## config.mk

```make
export PLATFORM = sky130hd
export DESIGN_NAME = dual_acia_serial_registers_flat
export DESIGN_NICKNAME = d
export VERILOG_FILES = /design/src/rtl/dacia_pkg.sv /design/src/rtl/dacia_if.sv /design/src/rtl/dual_acia_serial_registers.sv /design/src/flat_wrapper.sv
export SDC_FILE = /design/constraint.sdc
export NUM_CORES = 1
export LEC_CHECK = 0
export ABC_AREA = 1
export BUFFER_PORTS_ARGS = -buffer_cell sky130_fd_sc_hd__buf_2
export CAP_MARGIN = 20
export CORE_MARGIN = 2
export CORE_UTILIZATION = 25
export DETAILED_ROUTE_END_ITERATION = 12
export PLACE_DENSITY = 0.45
export SYNTH_ARGS = -nofsm -noshare
export SYNTH_HDL_FRONTEND = slang
export SYNTH_SLANG_ARGS = --single-unit
```

## constraint.sdc

```tcl
create_clock -name clk -period 3.6 [get_ports clk]
set_input_delay 0 -clock clk [delete_from_list [all_inputs] [get_ports clk]]
set_output_delay 0 -clock clk [all_outputs]
set_load 0.05 [all_outputs]
```

## src/rtl/dacia_pkg.sv

```systemverilog
// ----------------------------------------------------------------------------
// dacia_pkg
// Types, field widths and register bit positions for the dual serial
// register block.
// ----------------------------------------------------------------------------
`default_nettype none

package dacia_pkg;

  // Field widths.
  localparam int CMD_W  = 2;
  localparam int ADDR_W = 3;
  localparam int DATA_W = 8;

  // Default number of chips.
  localparam int CHANNELS_DEF = 2;

  // Command codes.
  localparam logic [CMD_W-1:0] CMD_BUS_READ  = 2'd0;
  localparam logic [CMD_W-1:0] CMD_BUS_WRITE = 2'd1;
  localparam logic [CMD_W-1:0] CMD_LINE_RX   = 2'd2;
  localparam logic [CMD_W-1:0] CMD_LINE_TAKE = 2'd3;

  // Bus offset decode.
  localparam int ADDR_ODD_BIT  = 0;
  localparam int ADDR_REG_BIT  = 1;
  localparam int ADDR_CHIP_BIT = 2;
  localparam logic REG_CTRL = 1'b0;
  localparam logic REG_DATA = 1'b1;

  // Control register.
  localparam logic [1:0] CT_MASTER_RESET = 2'b11;
  localparam int         CT_RIE_BIT      = 7;

  // Status register bit positions.
  localparam int ST_RDRF_BIT = 0;
  localparam int ST_TDRE_BIT = 1;
  localparam int ST_OVRN_BIT = 5;
  localparam int ST_IRQ_BIT  = 7;

  // One input word.
  typedef struct packed {
    logic [CMD_W-1:0]  cmd;
    logic [ADDR_W-1:0] address;
    logic              channel;
    logic [DATA_W-1:0] data;
  } dacia_req_t;

  // One result word.
  typedef struct packed {
    logic [DATA_W-1:0] read_data;
    logic              tx_valid;
    logic [DATA_W-1:0] tx_byte;
    logic              irq_any;
  } dacia_rsp_t;

  // Status byte as the bus sees it; transmitter-empty is always set.
  function automatic logic [DATA_W-1:0] status_byte(input logic rie, input logic rdrf,
                                                    input logic ovrn);
    logic [DATA_W-1:0] s;
    s = '0;
    s[ST_RDRF_BIT] = rdrf;
    s[ST_TDRE_BIT] = 1'b1;
    s[ST_OVRN_BIT] = ovrn;
    s[ST_IRQ_BIT]  = rie & (rdrf | ovrn);
    return s;
  endfunction

endpackage

`default_nettype wire

```

## src/rtl/dacia_if.sv

```systemverilog
// ----------------------------------------------------------------------------
// dacia_if
// Valid/ready channels for the command words and the result words of the
// dual serial register block.
// ----------------------------------------------------------------------------
`default_nettype none

interface dacia_in_if;
  import dacia_pkg::*;

  logic              valid;
  logic              ready;
  logic [CMD_W-1:0]  cmd;
  logic [ADDR_W-1:0] address;
  logic              channel;
  logic [DATA_W-1:0] data;

  modport source (output valid, output cmd, output address, output channel, output data,
                  input ready);
  modport sink   (input valid, input cmd, input address, input channel, input data,
                  output ready);
endinterface

interface dacia_out_if;
  import dacia_pkg::*;

  logic              valid;
  logic              ready;
  logic [DATA_W-1:0] read_data;
  logic              tx_valid;
  logic [DATA_W-1:0] tx_byte;
  logic              irq_any;

  modport source (output valid, output read_data, output tx_valid, output tx_byte,
                  output irq_any, input ready);
  modport sink   (input valid, input read_data, input tx_valid, input tx_byte,
                  input irq_any, output ready);
endinterface

`default_nettype wire

```

## src/rtl/dual_acia_serial_registers.sv

```systemverilog
// Usage:
// Two simplified serial interface chips behind a byte bus. Each word on in_ch
// carries one command: a bus read, a bus write, a byte arriving from the line
// or a request to take the byte waiting to be sent. Every accepted word gives
// exactly one word on out_ch with the read value, the handed-over transmit
// byte and the combined interrupt flag after the command.
// A word is taken into an input register, decoded against the per-chip flags
// in one pass of logic and written to an output register, from which out_ch
// is driven. One word is accepted per cycle while out_ch is not stalled; the
// chip registers are updated as the word leaves the input register, so a word
// always sees the effects of the one before it.
// Reset clears control, flags, the receive byte and the transmit-pending
// bits of both chips; in_ch.ready is high when reset ends.
// When the receiver stalls, the output register holds its word, the input
// register takes one more word, and then in_ch.ready drops until out_ch moves.
// ----------------------------------------------------------------------------
// dual_acia_serial_registers
// Register model of two serial interface chips with a bus side and a line side.
// ----------------------------------------------------------------------------
`default_nettype none

module dual_acia_serial_registers #(
  parameter int CHANNELS = dacia_pkg::CHANNELS_DEF
) (
  input  wire          clk,
  input  wire          rst_n,
  dacia_in_if.sink     in_ch,
  dacia_out_if.source  out_ch
);
  import dacia_pkg::*;

  // Pipeline control.
  logic       in_valid_r;
  logic       out_valid_r;
  logic       advance;
  dacia_req_t req_r;
  dacia_rsp_t rsp_r;
  dacia_rsp_t rsp_nxt;

  // Per-chip state.
  logic              rie_r   [CHANNELS];
  logic              rdrf_r  [CHANNELS];
  logic              ovrn_r  [CHANNELS];
  logic [DATA_W-1:0] rx_r    [CHANNELS];
  logic [DATA_W-1:0] txh_r   [CHANNELS];
  logic              txp_r   [CHANNELS];
  logic              rie_nxt [CHANNELS];
  logic              rdrf_nxt[CHANNELS];
  logic              ovrn_nxt[CHANNELS];
  logic [DATA_W-1:0] rx_nxt  [CHANNELS];
  logic [DATA_W-1:0] txh_nxt [CHANNELS];
  logic              txp_nxt [CHANNELS];

  // The word moves on when the output register is free or being emptied.
  assign advance     = in_valid_r && (!out_valid_r || out_ch.ready);
  assign in_ch.ready = !in_valid_r || advance;

  // Input register.
  always_ff @(posedge clk) begin
    if (!rst_n) begin
      in_valid_r <= 1'b0;
    end else if (in_ch.valid && in_ch.ready) begin
      in_valid_r <= 1'b1;
    end else if (advance) begin
      in_valid_r <= 1'b0;
    end
  end

  always_ff @(posedge clk) begin
    if (in_ch.valid && in_ch.ready) begin
      req_r <= '{cmd: in_ch.cmd, address: in_ch.address, channel: in_ch.channel,
                 data: in_ch.data};
    end
  end

  // Decode the word against the chip state and work out the next state.
  always_comb begin
    rsp_nxt = '0;
    for (int c = 0; c < CHANNELS; c++) begin
      rie_nxt[c]  = rie_r[c];
      rdrf_nxt[c] = rdrf_r[c];
      ovrn_nxt[c] = ovrn_r[c];
      rx_nxt[c]   = rx_r[c];
      txh_nxt[c]  = txh_r[c];
      txp_nxt[c]  = txp_r[c];
    end

    for (int c = 0; c < CHANNELS; c++) begin
      case (req_r.cmd)
        CMD_BUS_READ: begin
          if (!req_r.address[ADDR_ODD_BIT] && int'(req_r.address[ADDR_CHIP_BIT]) == c) begin
            if (req_r.address[ADDR_REG_BIT] == REG_DATA) begin
              rsp_nxt.read_data = rx_r[c];
              rdrf_nxt[c]       = 1'b0;
              ovrn_nxt[c]       = 1'b0;
            end else begin
              rsp_nxt.read_data = status_byte(rie_r[c], rdrf_r[c], ovrn_r[c]);
            end
          end
        end
        CMD_BUS_WRITE: begin
          if (!req_r.address[ADDR_ODD_BIT] && int'(req_r.address[ADDR_CHIP_BIT]) == c) begin
            if (req_r.address[ADDR_REG_BIT] == REG_CTRL) begin
              // Master reset clears the flags, the receive byte and the pending bit, not the hold byte.
              if (req_r.data[1:0] == CT_MASTER_RESET) begin
                rdrf_nxt[c] = 1'b0;
                ovrn_nxt[c] = 1'b0;
                rx_nxt[c]   = '0;
                txp_nxt[c]  = 1'b0;
              end
              rie_nxt[c] = req_r.data[CT_RIE_BIT];
            end else begin
              txh_nxt[c] = req_r.data;
              txp_nxt[c] = 1'b1;
            end
          end
        end
        CMD_LINE_RX: begin
          if (int'(req_r.channel) == c) begin
            // A byte arriving on a full receiver flags an overrun and replaces it.
            if (rdrf_r[c]) begin
              ovrn_nxt[c] = 1'b1;
            end
            rx_nxt[c]   = req_r.data;
            rdrf_nxt[c] = 1'b1;
          end
        end
        CMD_LINE_TAKE: begin
          if (int'(req_r.channel) == c && txp_r[c]) begin
            rsp_nxt.tx_valid = 1'b1;
            rsp_nxt.tx_byte  = txh_r[c];
            txp_nxt[c]       = 1'b0;
          end
        end
        default: begin
        end
      endcase
    end

    // Interrupt summary after the update.
    for (int c = 0; c < CHANNELS; c++) begin
      if (rie_nxt[c] && (rdrf_nxt[c] || ovrn_nxt[c])) begin
        rsp_nxt.irq_any = 1'b1;
      end
    end
  end

  // Chip state update.
  always_ff @(posedge clk) begin
    if (!rst_n) begin
      for (int c = 0; c < CHANNELS; c++) begin
        rie_r[c]  <= 1'b0;
        rdrf_r[c] <= 1'b0;
        ovrn_r[c] <= 1'b0;
        rx_r[c]   <= '0;
        txp_r[c]  <= 1'b0;
      end
    end else if (advance) begin
      for (int c = 0; c < CHANNELS; c++) begin
        rie_r[c]  <= rie_nxt[c];
        rdrf_r[c] <= rdrf_nxt[c];
        ovrn_r[c] <= ovrn_nxt[c];
        rx_r[c]   <= rx_nxt[c];
        txp_r[c]  <= txp_nxt[c];
      end
    end
  end

  // The hold byte is only seen while its pending bit is set.
  always_ff @(posedge clk) begin
    if (advance) begin
      for (int c = 0; c < CHANNELS; c++) begin
        txh_r[c] <= txh_nxt[c];
      end
    end
  end

  // Output register.
  always_ff @(posedge clk) begin
    if (!rst_n) begin
      out_valid_r <= 1'b0;
    end else if (advance) begin
      out_valid_r <= 1'b1;
    end else if (out_ch.ready) begin
      out_valid_r <= 1'b0;
    end
  end

  always_ff @(posedge clk) begin
    if (advance) begin
      rsp_r <= rsp_nxt;
    end
  end

  assign out_ch.valid     = out_valid_r;
  assign out_ch.read_data = rsp_r.read_data;
  assign out_ch.tx_valid  = rsp_r.tx_valid;
  assign out_ch.tx_byte   = rsp_r.tx_byte;
  assign out_ch.irq_any   = rsp_r.irq_any;

endmodule

`default_nettype wire

```

## src/flat_wrapper.sv

```systemverilog
// flat-port wrapper written by rule: the top's interface ports become plain ports
module dual_acia_serial_registers_flat import dacia_pkg::*;
#(
  parameter int CHANNELS = dacia_pkg::CHANNELS_DEF
)
  (clk, rst_n, in_ch_valid, in_ch_cmd, in_ch_address, in_ch_channel, in_ch_data, in_ch_ready, out_ch_valid, out_ch_read_data, out_ch_tx_valid, out_ch_tx_byte, out_ch_irq_any, out_ch_ready);
  dacia_in_if in_ch_i ();
  dacia_out_if out_ch_i ();
  input  wire clk;
  input  wire rst_n;
  input wire logic [$bits(in_ch_i.valid)-1:0] in_ch_valid;
  input wire logic [$bits(in_ch_i.cmd)-1:0] in_ch_cmd;
  input wire logic [$bits(in_ch_i.address)-1:0] in_ch_address;
  input wire logic [$bits(in_ch_i.channel)-1:0] in_ch_channel;
  input wire logic [$bits(in_ch_i.data)-1:0] in_ch_data;
  output wire logic [$bits(in_ch_i.ready)-1:0] in_ch_ready;
  output wire logic [$bits(out_ch_i.valid)-1:0] out_ch_valid;
  output wire logic [$bits(out_ch_i.read_data)-1:0] out_ch_read_data;
  output wire logic [$bits(out_ch_i.tx_valid)-1:0] out_ch_tx_valid;
  output wire logic [$bits(out_ch_i.tx_byte)-1:0] out_ch_tx_byte;
  output wire logic [$bits(out_ch_i.irq_any)-1:0] out_ch_irq_any;
  input wire logic [$bits(out_ch_i.ready)-1:0] out_ch_ready;
  assign in_ch_i.valid = in_ch_valid;
  assign in_ch_i.cmd = in_ch_cmd;
  assign in_ch_i.address = in_ch_address;
  assign in_ch_i.channel = in_ch_channel;
  assign in_ch_i.data = in_ch_data;
  assign in_ch_ready = in_ch_i.ready;
  assign out_ch_valid = out_ch_i.valid;
  assign out_ch_read_data = out_ch_i.read_data;
  assign out_ch_tx_valid = out_ch_i.tx_valid;
  assign out_ch_tx_byte = out_ch_i.tx_byte;
  assign out_ch_irq_any = out_ch_i.irq_any;
  assign out_ch_i.ready = out_ch_ready;
  dual_acia_serial_registers #(.CHANNELS(CHANNELS)) u_core (.clk(clk), .rst_n(rst_n), .in_ch(in_ch_i), .out_ch(out_ch_i));
endmodule
```

Yosys cells after proc, flatten, opt, wreduce, memory -nomap -nowiden:

Memory sizes are Yosys's and may differ from the RTL's.
Index checks and enable logic that the tools add are counted.

* RAM bits: 40
* register bits: 34
* memories kept: 6
* output and inout bits: 20

* bitwise operators: 16
* equal/unequal tests: 4
* reductions and logical operators: 18
* mux-type cells: 92

Memories
* u_core.rx_r: depth 2, width 8, read ports 2, clocked after memory_dff 0, write ports 2, line dual_acia_serial_registers.sv:44 `logic [DATA_W-1:0] rx_r [CHANNELS];`
* u_core.txh_r: depth 2, width 8, read ports 2, clocked after memory_dff 0, write ports 2, line dual_acia_serial_registers.sv:45 `logic [DATA_W-1:0] txh_r [CHANNELS];`
* u_core.ovrn_r: depth 2, width 1, read ports 2, clocked after memory_dff 0, write ports 2, line dual_acia_serial_registers.sv:43 `logic ovrn_r [CHANNELS];`
* u_core.rdrf_r: depth 2, width 1, read ports 2, clocked after memory_dff 0, write ports 2, line dual_acia_serial_registers.sv:42 `logic rdrf_r [CHANNELS];`
* u_core.rie_r: depth 2, width 1, read ports 2, clocked after memory_dff 0, write ports 2, line dual_acia_serial_registers.sv:41 `logic rie_r [CHANNELS];`
* u_core.txp_r: depth 2, width 1, read ports 2, clocked after memory_dff 0, write ports 2, line dual_acia_serial_registers.sv:46 `logic txp_r [CHANNELS];`

Operator list (number)
* 2-to-1 mux 8 bit: 22
* 2-to-1 mux 1 bit: 58
* 2-to-1 mux 9 bit: 4
* one-hot mux 8 bit (2 select lines): 2
* OR 1 bit: 12
* one-hot mux 1 bit (3 select lines): 4
* logical AND 1 bit: 8
* == test 2 bit, second input constant: 3
* logical OR 1 bit: 4
* one-hot mux 1 bit (2 select lines): 2
* nonzero test 2 bit: 2
* logical NOT 1 bit: 3
* bitwise AND 1 bit: 2
* == test 2 x 1 -> 1 bit, second input constant: 1
* logical NOT 2 bit: 1
* NOT 1 bit: 2

Longest topological paths before layout:

Gate-level depths: netlist of the first run.

* depth in word-level cells: 8
* mapped depth: 10
* mapped depth without buffers: 10

Least setup slack after synthesis of the first run:

Ideal clock, no wire load.

* kind: flip-flop to flip-flop
* from: register u_core.out_valid_r (netlist: u_core.out_ch.valid)
* to: memory u_core.rx_r[0][0] (enable)
* setup slack: 1.040 ns
* period minus slack after synthesis: 2.560 ns
* data required time: 3.217 ns
* library setup time: 0.383 ns
* arrival: 2.177 ns
* cell stages (with the launch flop): 5
* path buffers: 0
* cells stage by stage: dfxtp_1 a21oi_1 nand2_1 nor3_1 nor3_1

RTL lines
* from (decl): line dual_acia_serial_registers.sv:34 `logic out_valid_r;`
* from (signal assigned): line dual_acia_serial_registers.sv:181 `out_valid_r <= 1'b0;`
* from (signal assigned): line dual_acia_serial_registers.sv:183 `out_valid_r <= 1'b1;`
* from (signal assigned): line dual_acia_serial_registers.sv:185 `out_valid_r <= 1'b0;`
* to (decl): line dual_acia_serial_registers.sv:44

==> run summary, run 1 <==
Cell Rows: 40
fin nets: 349
Tot GR Track Use: 0.1077
drc violations: 0
net switching power: 474.6 µW
H-Tree Level Count: 3
die area: 13,120 µm²
Avg WL per Cell: 13.92 µm
clk buf depth: 2
Worst Setup SP: u_core.req_r[12]$_DFFE_PP_
worst hold path class: in -> reg
Antenna Cells: 0
Worst Setup Slack, final: 1.578 ns
port bufs: 37
clk_lat worst skew: 0.33 ns
Reg clk slew, reported paths: 0.06 ns
worst r2r dst: u_core.rx_r[0][14]$_SDFFCE_PP0P_
register area share after synthesis: 0.7207
fmax: 494.5 MHz
Tightest Pin Transition: 0.7077 ns
non-filler cells, final: 483
Flop pwr share: 0.464
TritonCTS Buffers: 9
crit path DAT: 1.98 ns
Setup crit end kind: flip-flop
Yosys top cell area share: 0.7076
grt ovf: 0
die width: 114.6 µm
TritonCTS Sinks: 74
Final GP Congestion: 0.8765
antenna viol nets, final: 0
initial antenna violation count: 0
largest net degree at the start of global routing: 20
Routed WL: 6.724 mm
worst r2r path cells: 7
final setup fails: 0
Sw Ratio: 0.2167
Worst R2R Start: u_core.req_r[12]$_DFFE_PP_
Post-Route Setup TNS: 0 ns
Vias/cell: 4.493
Mapped Area: 3055 µm²
status: complete, no violations
peak supply drop: 0.2153 mV
dominant cell type by area after synthesis: edfxtp_1
placed instance count: 450
synthesis-stage register bit count: 74
Power Total: 2.191 mW
Warnings, synthesis: 0
TritonCTS clock tree: built
initial DRC count: 230
DP HPWL: 4.713 mm
Tmin final: 2.022 ns
via count: 2,170
fill count: 1,187
Slew headroom: 0.5265
Reg2Reg Setup Slack: 1.58 ns
internal power: 1.716 mW
first-pass GRT wire length: 10.52 mm
Layout area overhead: 29.40%
DP Worst Slack: 1.336 ns
RSZ-0062 raised after global routing: no
fin area: 3954 µm²
max-slew violation count: 0
Cell Pwr Density: 554.1 nW/µm²
syn nets: 283
Die Ht: 114.6 µm
leak pwr: 1.517 nW
Worst Hold Depth: 3
vias in the first global route: 2,006
Worst Hold Endpoint: u_core.out_ch.valid$_SDFFE_PN0P_
critical path class: reg -> reg
largest cells by area after synthesis: edfxtp_1 71%, nand2_1 8.0%, nor2_1 3.7%, a21oi_1 3.3%, inv_1 2.1%
placed standard-cell area: 3446 µm²
Initial Util: 0.2554
Root Driver: clkbuf_16
Hold Path Origin: rst_n
cts repair resizes: 0
First-pass DRT Iterations: 5
worst hold slack: 0.01792 ns
max cap viols: 0
total core area: 11,960 µm²
Post-Synthesis Cells: 265
Syn Area/Cell: 11.53 µm²
fraction of layout cells with a size suffix above 1: 0.2143
skew final: 0.008459 ns
final cycle utilization of the critical path: 0.5618
io pins: 38
Final Util: 0.3305
Clk pwr share: 0.463
Comb power frac: 0.074
Cell variety after synth: 25
Fin. Hold Viols: 0
worst-path fanout max: 9
Setup crit start kind: flip-flop
Crit path required time: 3.56 ns
routing by layer:
layer	GRT usage	vias up	wire length (µm)
li1	-	1058	-
met1	0.1444	1011	2992
met2	0.1621	89	3123
met3	0.03070	12	465
met4	0.04797	0	142
met5	0	-	0
cells by family after synthesis:
kind of cell           count (synthesis)  synth area share
AO/OA/AOI/OAI                         40           0.07166
AND/OR/NAND/NOR                      123            0.1716
flip-flops                            74            0.7207
buffers and inverters                 28           0.03604
cells in the mapped netlist:
| library cell | instances |
|---|---|
| nor2_2 | 4 |
| nand3_1 | 8 |
| nor2_1 | 30 |
| nor2_4 | 2 |
| edfxtp_1 | 72 |
| dfxtp_1 | 2 |
| a21o_1 | 1 |
| inv_1 | 17 |
| a21boi_0 | 1 |
| clkinv_1 | 2 |
| buf_2 | 4 |
| o21a_1 | 1 |
| nand2_2 | 2 |
| nand2_1 | 65 |
| a211oi_1 | 2 |
| a21oi_1 | 20 |
| nor3b_1 | 1 |
| a31oi_1 | 2 |
| o21ai_2 | 1 |
| o21ai_1 | 3 |
| o21ai_0 | 9 |
| nand4_1 | 1 |
| inv_2 | 5 |
| nor3_1 | 7 |
| nor4_1 | 3 |
final cells by class:
class	instances	area, µm²	area share
Sequential cell	74	2202	0.5570
Multi-Input combinational cell	163	747.0	0.1889
Timing Repair Buffer	59	390.4	0.09873
Clock buffer	9	225.2	0.05696
Tap cell	147	183.9	0.04652
Clock inverter	7	115.1	0.02911
Inverter	24	90.09	0.02278
power groups by stage:
stage	Clock (mW)	Combinational [mW]	Sequential [mW]
after floorplan	0	0.0762	1.05
after global placement	0	0.148	1.03
after detailed placement	0	0.147	1.03
after CTS	1.03	0.160	1.02
after global routing	1.08	0.178	1.02
final	1.01	0.161	1.02
sequential cells by signal (all words and copies together) (netlist names):
register / flops
u_core.out_ch.valid: 1
u_core.rx_r: 16
u_core.in_valid_r: 1
u_core.rie_r: 2
u_core.out_ch.tx_valid: 1
u_core.out_ch.irq_any: 1
u_core.req_r: 14
u_core.out_ch.read_data: 8
u_core.out_ch.tx_byte: 8
u_core.txp_r: 2
u_core.txh_r: 16
u_core.ovrn_r: 2
u_core.rdrf_r: 2
timing repair:
item                      CTS  global route
hold buffers               16             0
hold endpoints to repair   16             0
buffers inserted            0             0
how the worst max path moves through the flow:
stage               slack [ns]                                to  cells after the start
floorplan                 1.04   u_core.rx_r[0][0]$_SDFFCE_PP0P_                      4
global placement          1.38   u_core.rx_r[0][4]$_SDFFCE_PP0P_                      5
detailed placement        1.34   u_core.rx_r[0][3]$_SDFFCE_PP0P_                      5
CTS                       1.31   u_core.rx_r[0][0]$_SDFFCE_PP0P_                      8
global route              1.46  u_core.rx_r[0][15]$_SDFFCE_PP0P_                      7
finish                    1.58  u_core.rx_r[0][14]$_SDFFCE_PP0P_                      7
critical path, stage by stage, from the launching register on:
cell and delay [ns]:
edfxtp_1 0.45, inv_2 0.14, nand2_2 0.10, inv_2 0.16
nor2_1 0.07, o21ai_1 0.13, nand2_1 0.07, nor2_1 0.54
cell usage in the layout (no fill, tap or decap), types with 3 or more instances in the layout:
cell type,n
clkinv_1,4
o21ai_0,9
nor3_1,7
edfxtp_1,72
inv_1,17
buf_2,37
nor2_1,30
nand2_1,65
inv_2,5
buf_4,5
nor4_1,3
bufinv_16,3
dlygate4sd3_1,16
o21ai_1,3
nand3_1,8
clkbuf_16,9
a21oi_1,19
nor2_2,4
No activity file was read; power rests on OpenSTA's default activity.
==> run 2, diff against run 1 <==
==> constraint.sdc (replaced) <==
create_clock -name clk -period 2 [get_ports clk]
set_input_delay 0 -clock clk [delete_from_list [all_inputs] [get_ports clk]]
set_output_delay 0 -clock clk [all_outputs]
set_load 0.05 [all_outputs]
==> run 2 against run 1 <==
Clock skew fell by 0.0056 ns. Worst hold slack improved by 0.15 ns. Power rose by 65%. Flip-flop and latch count did not move. Largest cell class unchanged. Largest power group unchanged.
==> run summary, run 2 (synthesis gave the netlist of run 1 again) <==
status: complete, no violations
total core area: 11,960 µm² (unchanged)
Root Driver: clkbuf_16
Tot GR Track Use: 0.1101 (+0.002432)
TritonCTS Buffers: 9 (unchanged)
crit path DAT: 1.79 ns (-0.19 ns)
drc violations: 0 (unchanged)
Post-Route Setup TNS: 0 ns (unchanged)
Fin. Hold Viols: 0 (unchanged)
non-filler cells, final: 491 (+1.7%)
clk_lat worst skew: 0.33 ns (about the same)
Cell Rows: 40 (unchanged)
leak pwr: 1.536 nW (+1.2%)
DP HPWL: 4.793 mm (+1.7%)
TritonCTS Sinks: 74 (unchanged)
via count: 2,139 (-1.4%)
Tightest Pin Transition: 0.4915 ns (-0.2162 ns)
Final Util: 0.3314 (+0.0008370)
Flop pwr share: 0.504 (+0.040)
clk buf depth: 2 (unchanged)
largest net degree at the start of global routing: 19 (-5.0%)
Comb power frac: 0.085 (+0.011)
skew final: 0.002821 ns (-0.005638 ns)
final setup fails: 0 (unchanged)
worst hold path class: in -> reg
placed instance count: 457 (+1.6%)
RSZ-0062 raised after global routing: no
final cycle utilization of the critical path: 0.8725 (+0.3108)
initial DRC count: 154 (-33%)
Sw Ratio: 0.2439 (+0.02719)
Final GP Congestion: 0.8041 (-8.3%)
Tmin final: 1.745 ns (-0.2773 ns)
Slew headroom: 0.6711 (+0.1446)
fraction of layout cells with a size suffix above 1: 0.2384 (+0.02409)
Clk pwr share: 0.411 (-0.052)
Largest regs: u_core.rx_r (16), u_core.txh_r (16), u_core.req_r (14)
net switching power: 881.9 µW (+86%)
Hold Path Origin: rst_n
antenna viol nets, final: 0 (unchanged)
initial antenna violation count: 0 (unchanged)
port bufs: 37 (unchanged)
Setup crit start kind: flip-flop
fill count: 1,190 (+0.25%)
internal power: 2.735 mW (+59%)
Layout area overhead: 29.73%
Initial Util: 0.2554 (unchanged)
vias in the first global route: 2,080 (+3.7%)
DP Worst Slack: 0.3002 ns (-1.036 ns)
Vias/cell: 4.356 (-3.0%)
Antenna Cells: 0 (unchanged)
cts repair resizes: 0 (unchanged)
fmax: 573.1 MHz (+16%)
Die Ht: 114.6 µm (unchanged)
max cap viols: 0 (unchanged)
Worst Setup SP: u_core.req_r[11]$_DFFE_PP_
first-pass GRT wire length: 10.70 mm (+1.8%)
Worst Setup Slack, final: 0.2550 ns (-1.323 ns)
fin nets: 357 (+2.3%)
worst hold slack: 0.1709 ns (+0.1530 ns)
Setup crit end kind: flip-flop
io pins: 38 (unchanged)
die width: 114.6 µm (unchanged)
post-CTS setup buffer count: 0 (unchanged)
commonest non-fill, non-tap cell in the layout: edfxtp_1
H-Tree Level Count: 3 (unchanged)
critical path class: reg -> reg
Power Total: 3.616 mW (+65%)
die area: 13,120 µm² (unchanged)
Reg clk slew, reported paths: 0.06 ns (about the same)
First-pass DRT Iterations: 4 (-1)
Crit path required time: 2.05 ns (-1.51 ns)
Avg WL per Cell: 13.63 µm (-2.1%)
grt ovf: 0 (unchanged)
worst-path fanout max: 8 (-1)
fin area: 3964 µm² (+0.25%)
hold buffers post-CTS: 18 (+2)
peak supply drop: 0.3703 mV (+72%)
Cell Pwr Density: 912.4 nW/µm² (+65%)
Routed WL: 6.694 mm (-0.45%)
max-slew violation count: 0 (unchanged)
placed standard-cell area: 3505 µm² (+1.7%)
Worst R2R Start: u_core.req_r[11]$_DFFE_PP_
most frequent cells in the layout: 72 x edfxtp_1, 65 x nand2_1, 37 x buf_2
TritonCTS clock tree: built
[run 2: changes by cell type in the layout (fill, tap and decap cells not counted), sizes merged]
| cell | delta |
|---|---|
| clkbuf | -1 |
| buf | +7 |
| inv | +1 |
| dlygate4sd3 | +2 |
| clkinv | +2 |
| bufinv | -3 |
[run 2: power by group through the flow]
| stage | Sequential, mW | Clock [mW] | Combinational, mW |
|---|---|---|---|
| after detailed placement | 1.86 | 0 | 0.283 |
| after floorplan | 1.89 | 0 | 0.139 |
| after global routing | 1.83 | 1.60 | 0.342 |
| after global placement | 1.86 | 0 | 0.283 |
| final | 1.82 | 1.49 | 0.307 |
| after CTS | 1.82 | 1.53 | 0.311 |
[run 2: final timing paths]
check / endpoint / slack, ns / depth (start not counted)
setup / recovery: u_core.rx_r[0][6]$_SDFFCE_PP0P_ / 0.25 / 4
hold / removal: u_core.ovrn_r[0][1]$_SDFFCE_PP0N_ / 0.17 / 3
hold reg to reg: u_core.txh_r[0][10]$_DFFE_PP_ / 0.50 / 0
setup reg to reg: u_core.rx_r[0][6]$_SDFFCE_PP0P_ / 0.25 / 4
[run 2: metal layers]
metal  GRT usage  wire [µm]
met5           0          0
met3     0.03653        300
met2      0.1673       3173
met4     0.05122         86
met1      0.1422       3134
[run 2: layout make-up]
type                       instances  area [µm²]  share of cell area
sequential                        74        2203              0.5559
clock inverter                     7       53.80             0.01357
inverter                          24       90.09             0.02273
multi-input combinational        163       752.0              0.1897
timing repair buffer              67       455.4              0.1149
tap                              147       183.9             0.04640
clock buffer                       9       225.2             0.05682
[run 2: worst max-delay path, cell delays in order (launching register included)]
cell	delay [ns]
edfxtp_1	0.46
nor2_1	0.43
nor2_1	0.17
nor3_2	0.21
buf_4	0.19
==> run 3, diff against run 2 <==
--- a/config.mk
+++ b/config.mk
@@ -9,9 +9,9 @@
 export BUFFER_PORTS_ARGS = -buffer_cell sky130_fd_sc_hd__buf_2
 export CAP_MARGIN = 20
 export CORE_MARGIN = 2
-export CORE_UTILIZATION = 25
+export CORE_UTILIZATION = 51
 export DETAILED_ROUTE_END_ITERATION = 12
-export PLACE_DENSITY = 0.45
+export PLACE_DENSITY_LB_ADDON = 0.08
 export SYNTH_ARGS = -nofsm -noshare
 export SYNTH_HDL_FRONTEND = slang
 export SYNTH_SLANG_ARGS = --single-unit
==> run 3 against run 2 <==
Maximum frequency grew 3.0%. Design area is 5.1% lower. Register-to-register slack improved by 0.05 ns. Power down 12%. Worst hold slack better by 0.033 ns. Die area shrank 50%. Non-clock buffer count shrank 2. Cell count fell by 15%. Wire length shrank 9.5%. Critical path depth grew 2. First-iteration DRC count is 18% lower. Clock-buffer cell count is the same. Largest power group unchanged.
==> run summary, run 3 (synthesis gave the netlist of run 1 again) <==
first-pass GRT wire length: 9.922 mm (-7.3%)
Setup crit start kind: flip-flop
drc violations: 0 (unchanged)
Power Total: 3.188 mW (-12%)
peak supply drop: 0.5783 mV (+56%)
fmax: 590.2 MHz (+3.0%)
Largest regs: u_core.rx_r (16), u_core.txh_r (16), u_core.req_r (14)
Root Driver: clkbuf_8
status: complete, no violations
fin nets: 355 (-0.56%)
grt ovf: 0 (unchanged)
Max stage delay on crit path: 0.47 ns (about the same)
TritonCTS clock tree: built
Cell Rows: 28 (-30%)
critical path class: reg -> reg
initial DRC count: 127 (-18%)
Sw Ratio: 0.2345 (-0.009346)
io pins: 38 (unchanged)
Cell Chain, Critical Path: nor2_1 > nand2_1 > nand3_1 > nand2_1 > o21ai_1 > nand2_1
leak pwr: 1.471 nW (-4.2%)
Fin. Hold Viols: 0 (unchanged)
max cap viols: 0 (unchanged)
Final GP Congestion: 0.8481 (+5.5%)
Max stage delay cell, worst path: edfxtp_1
Tmin final: 1.694 ns (-0.05066 ns)
worst hold slack: 0.2044 ns (+0.03349 ns)
Final Util: 0.6429 (+0.3115)
initial antenna violation count: 0 (unchanged)
Routed WL: 6.058 mm (-9.5%)
register area: 2203 µm² (unchanged)
Crit path required time: 2.09 ns (+0.04 ns)
worst-path fanout max: 7 (-1)
skew final: 0.009127 ns (+0.006306 ns)
Die Ht: 81.40 µm (-29%)
Slew headroom: 0.6110 (-0.06013)
Comb power frac: 0.095 (+0.010)
Reg clk slew, reported paths: 0.07 ns (about the same)
Largest delay share family, worst path: simple AND/OR/NAND/NOR gates
Cell Pwr Density: 847.6 nW/µm² (-7.1%)
RSZ-0062 raised after global routing: no
Buf/Inv on CP: 0 (-1)
die area: 6626 µm² (-50%)
Initial Util: 0.5222 (+0.2668)
TritonCTS Sinks: 74 (unchanged)
crit path DAT: 1.78 ns (about the same)
TritonCTS Buffers: 9 (unchanged)
Avg WL per Cell: 14.60 µm (+7.1%)
Post-Route Setup TNS: 0 ns (unchanged)
antenna viol nets, final: 0 (unchanged)
Tightest Pin Transition: 0.5829 ns (+0.09137 ns)
via count: 2,141 (+0.094%)
final cycle utilization of the critical path: 0.8472 (-0.02533)
fraction of layout cells with a size suffix above 1: 0.2265 (-0.01190)
First-pass DRT Iterations: 4 (unchanged)
DP HPWL: 4.164 mm (-13%)
total core area: 5851 µm² (-51%)
H-Tree Level Count: 3 (unchanged)
port bufs: 37 (unchanged)
most used cell, CP: nand2_1
clk_lat worst skew: 0.34 ns (about the same)
most frequent cells in the layout: 72 x edfxtp_1, 65 x nand2_1, 37 x buf_2
Setup crit end kind: flip-flop
Clk pwr share: 0.334 (-0.077)
cts repair resizes: 0 (unchanged)
Flop pwr share: 0.571 (+0.067)
max-slew violation count: 0 (unchanged)
clk buf depth: 2 (unchanged)
internal power: 2.440 mW (-11%)
fill count: 475 (-60%)
Layout area overhead: 23.10%
area of the multi-input gates: 752.0 µm² (unchanged)
Tot GR Track Use: 0.2094 (+0.09924)
die width: 81.40 µm (-29%)
vias in the first global route: 2,058 (-1.1%)
worst hold path class: in -> reg
largest net degree at the start of global routing: 19 (unchanged)
final setup fails: 0 (unchanged)
net switching power: 747.6 µW (-15%)
Vias/cell: 5.159 (+18%)
Antenna Cells: 0 (unchanged)
commonest non-fill, non-tap cell in the layout: edfxtp_1
run 3: power groups by stage:
stage               registers (mW)  clock network [mW]  logic, mW
floorplan                     1.89                   0      0.139
global placement              1.85                   0      0.273
detailed placement            1.85                   0      0.275
CTS                           1.82                1.10      0.304
global route                  1.83                1.16      0.337
finish                        1.82                1.07      0.303
run 3: path summary, 6_finish.rpt:
kind	startpoint	to	slack (ns)	cells after the start
setup reg to reg	u_core.req_r[11]$_DFFE_PP_	u_core.out_ch.irq_any$_SDFFCE_PP1N_	0.31	6
setup / recovery	u_core.req_r[11]$_DFFE_PP_	u_core.out_ch.irq_any$_SDFFCE_PP1N_	0.31	6
hold reg to reg	u_core.req_r[6]$_DFFE_PP_	u_core.txh_r[0][14]$_DFFE_PP_	0.51	0
hold / removal	rst_n	u_core.rie_r[0][0]$_SDFFCE_PP0N_	0.20	3
run 3: final cells by class:
| cell class | count | area share |
|---|---|---|
| Clock inverter | 5 | 0.01530 |
| Timing Repair Buffer | 65 | 0.1171 |
| Clock buffer | 9 | 0.03293 |
| Sequential cell | 74 | 0.5858 |
| Tap cell | 75 | 0.02495 |
| Multi-Input combinational cell | 163 | 0.1999 |
| Inverter | 24 | 0.02395 |
run 3: metal layers:
layer,global-route usage,vias up,wire (µm)
met2,0.3393,57,3033
li1,-,1064,-
met5,0,-,0
met1,0.2686,1008,2651
met4,0.1034,0,109
met3,0.04222,12,264
run 3: worst min-delay path: cells and delay by family:
family / cells / cell delay, ns
and+or+nand+nor: 2 / 0.32
buffers and inverters: 1 / 0.10
run 3: repair_timing:
| item | in CTS | in global routing |
|---|---|---|
| hold buffers | 18 | 0 |
| buffers inserted | 0 | 0 |
| endpoints found under the hold margin | 16 | 0 |
run 3: per-stage QoR:
stage                     cell area (µm²)  setup WS [ns]  instances
after floorplan                      3065        0.03933        265
after global placement               3400         0.3464        383
after detailed placement             3400         0.3029        383
after CTS                            3761         0.2979        415
after global routing                 3761        0.09925        415
final                                3761         0.3056        415
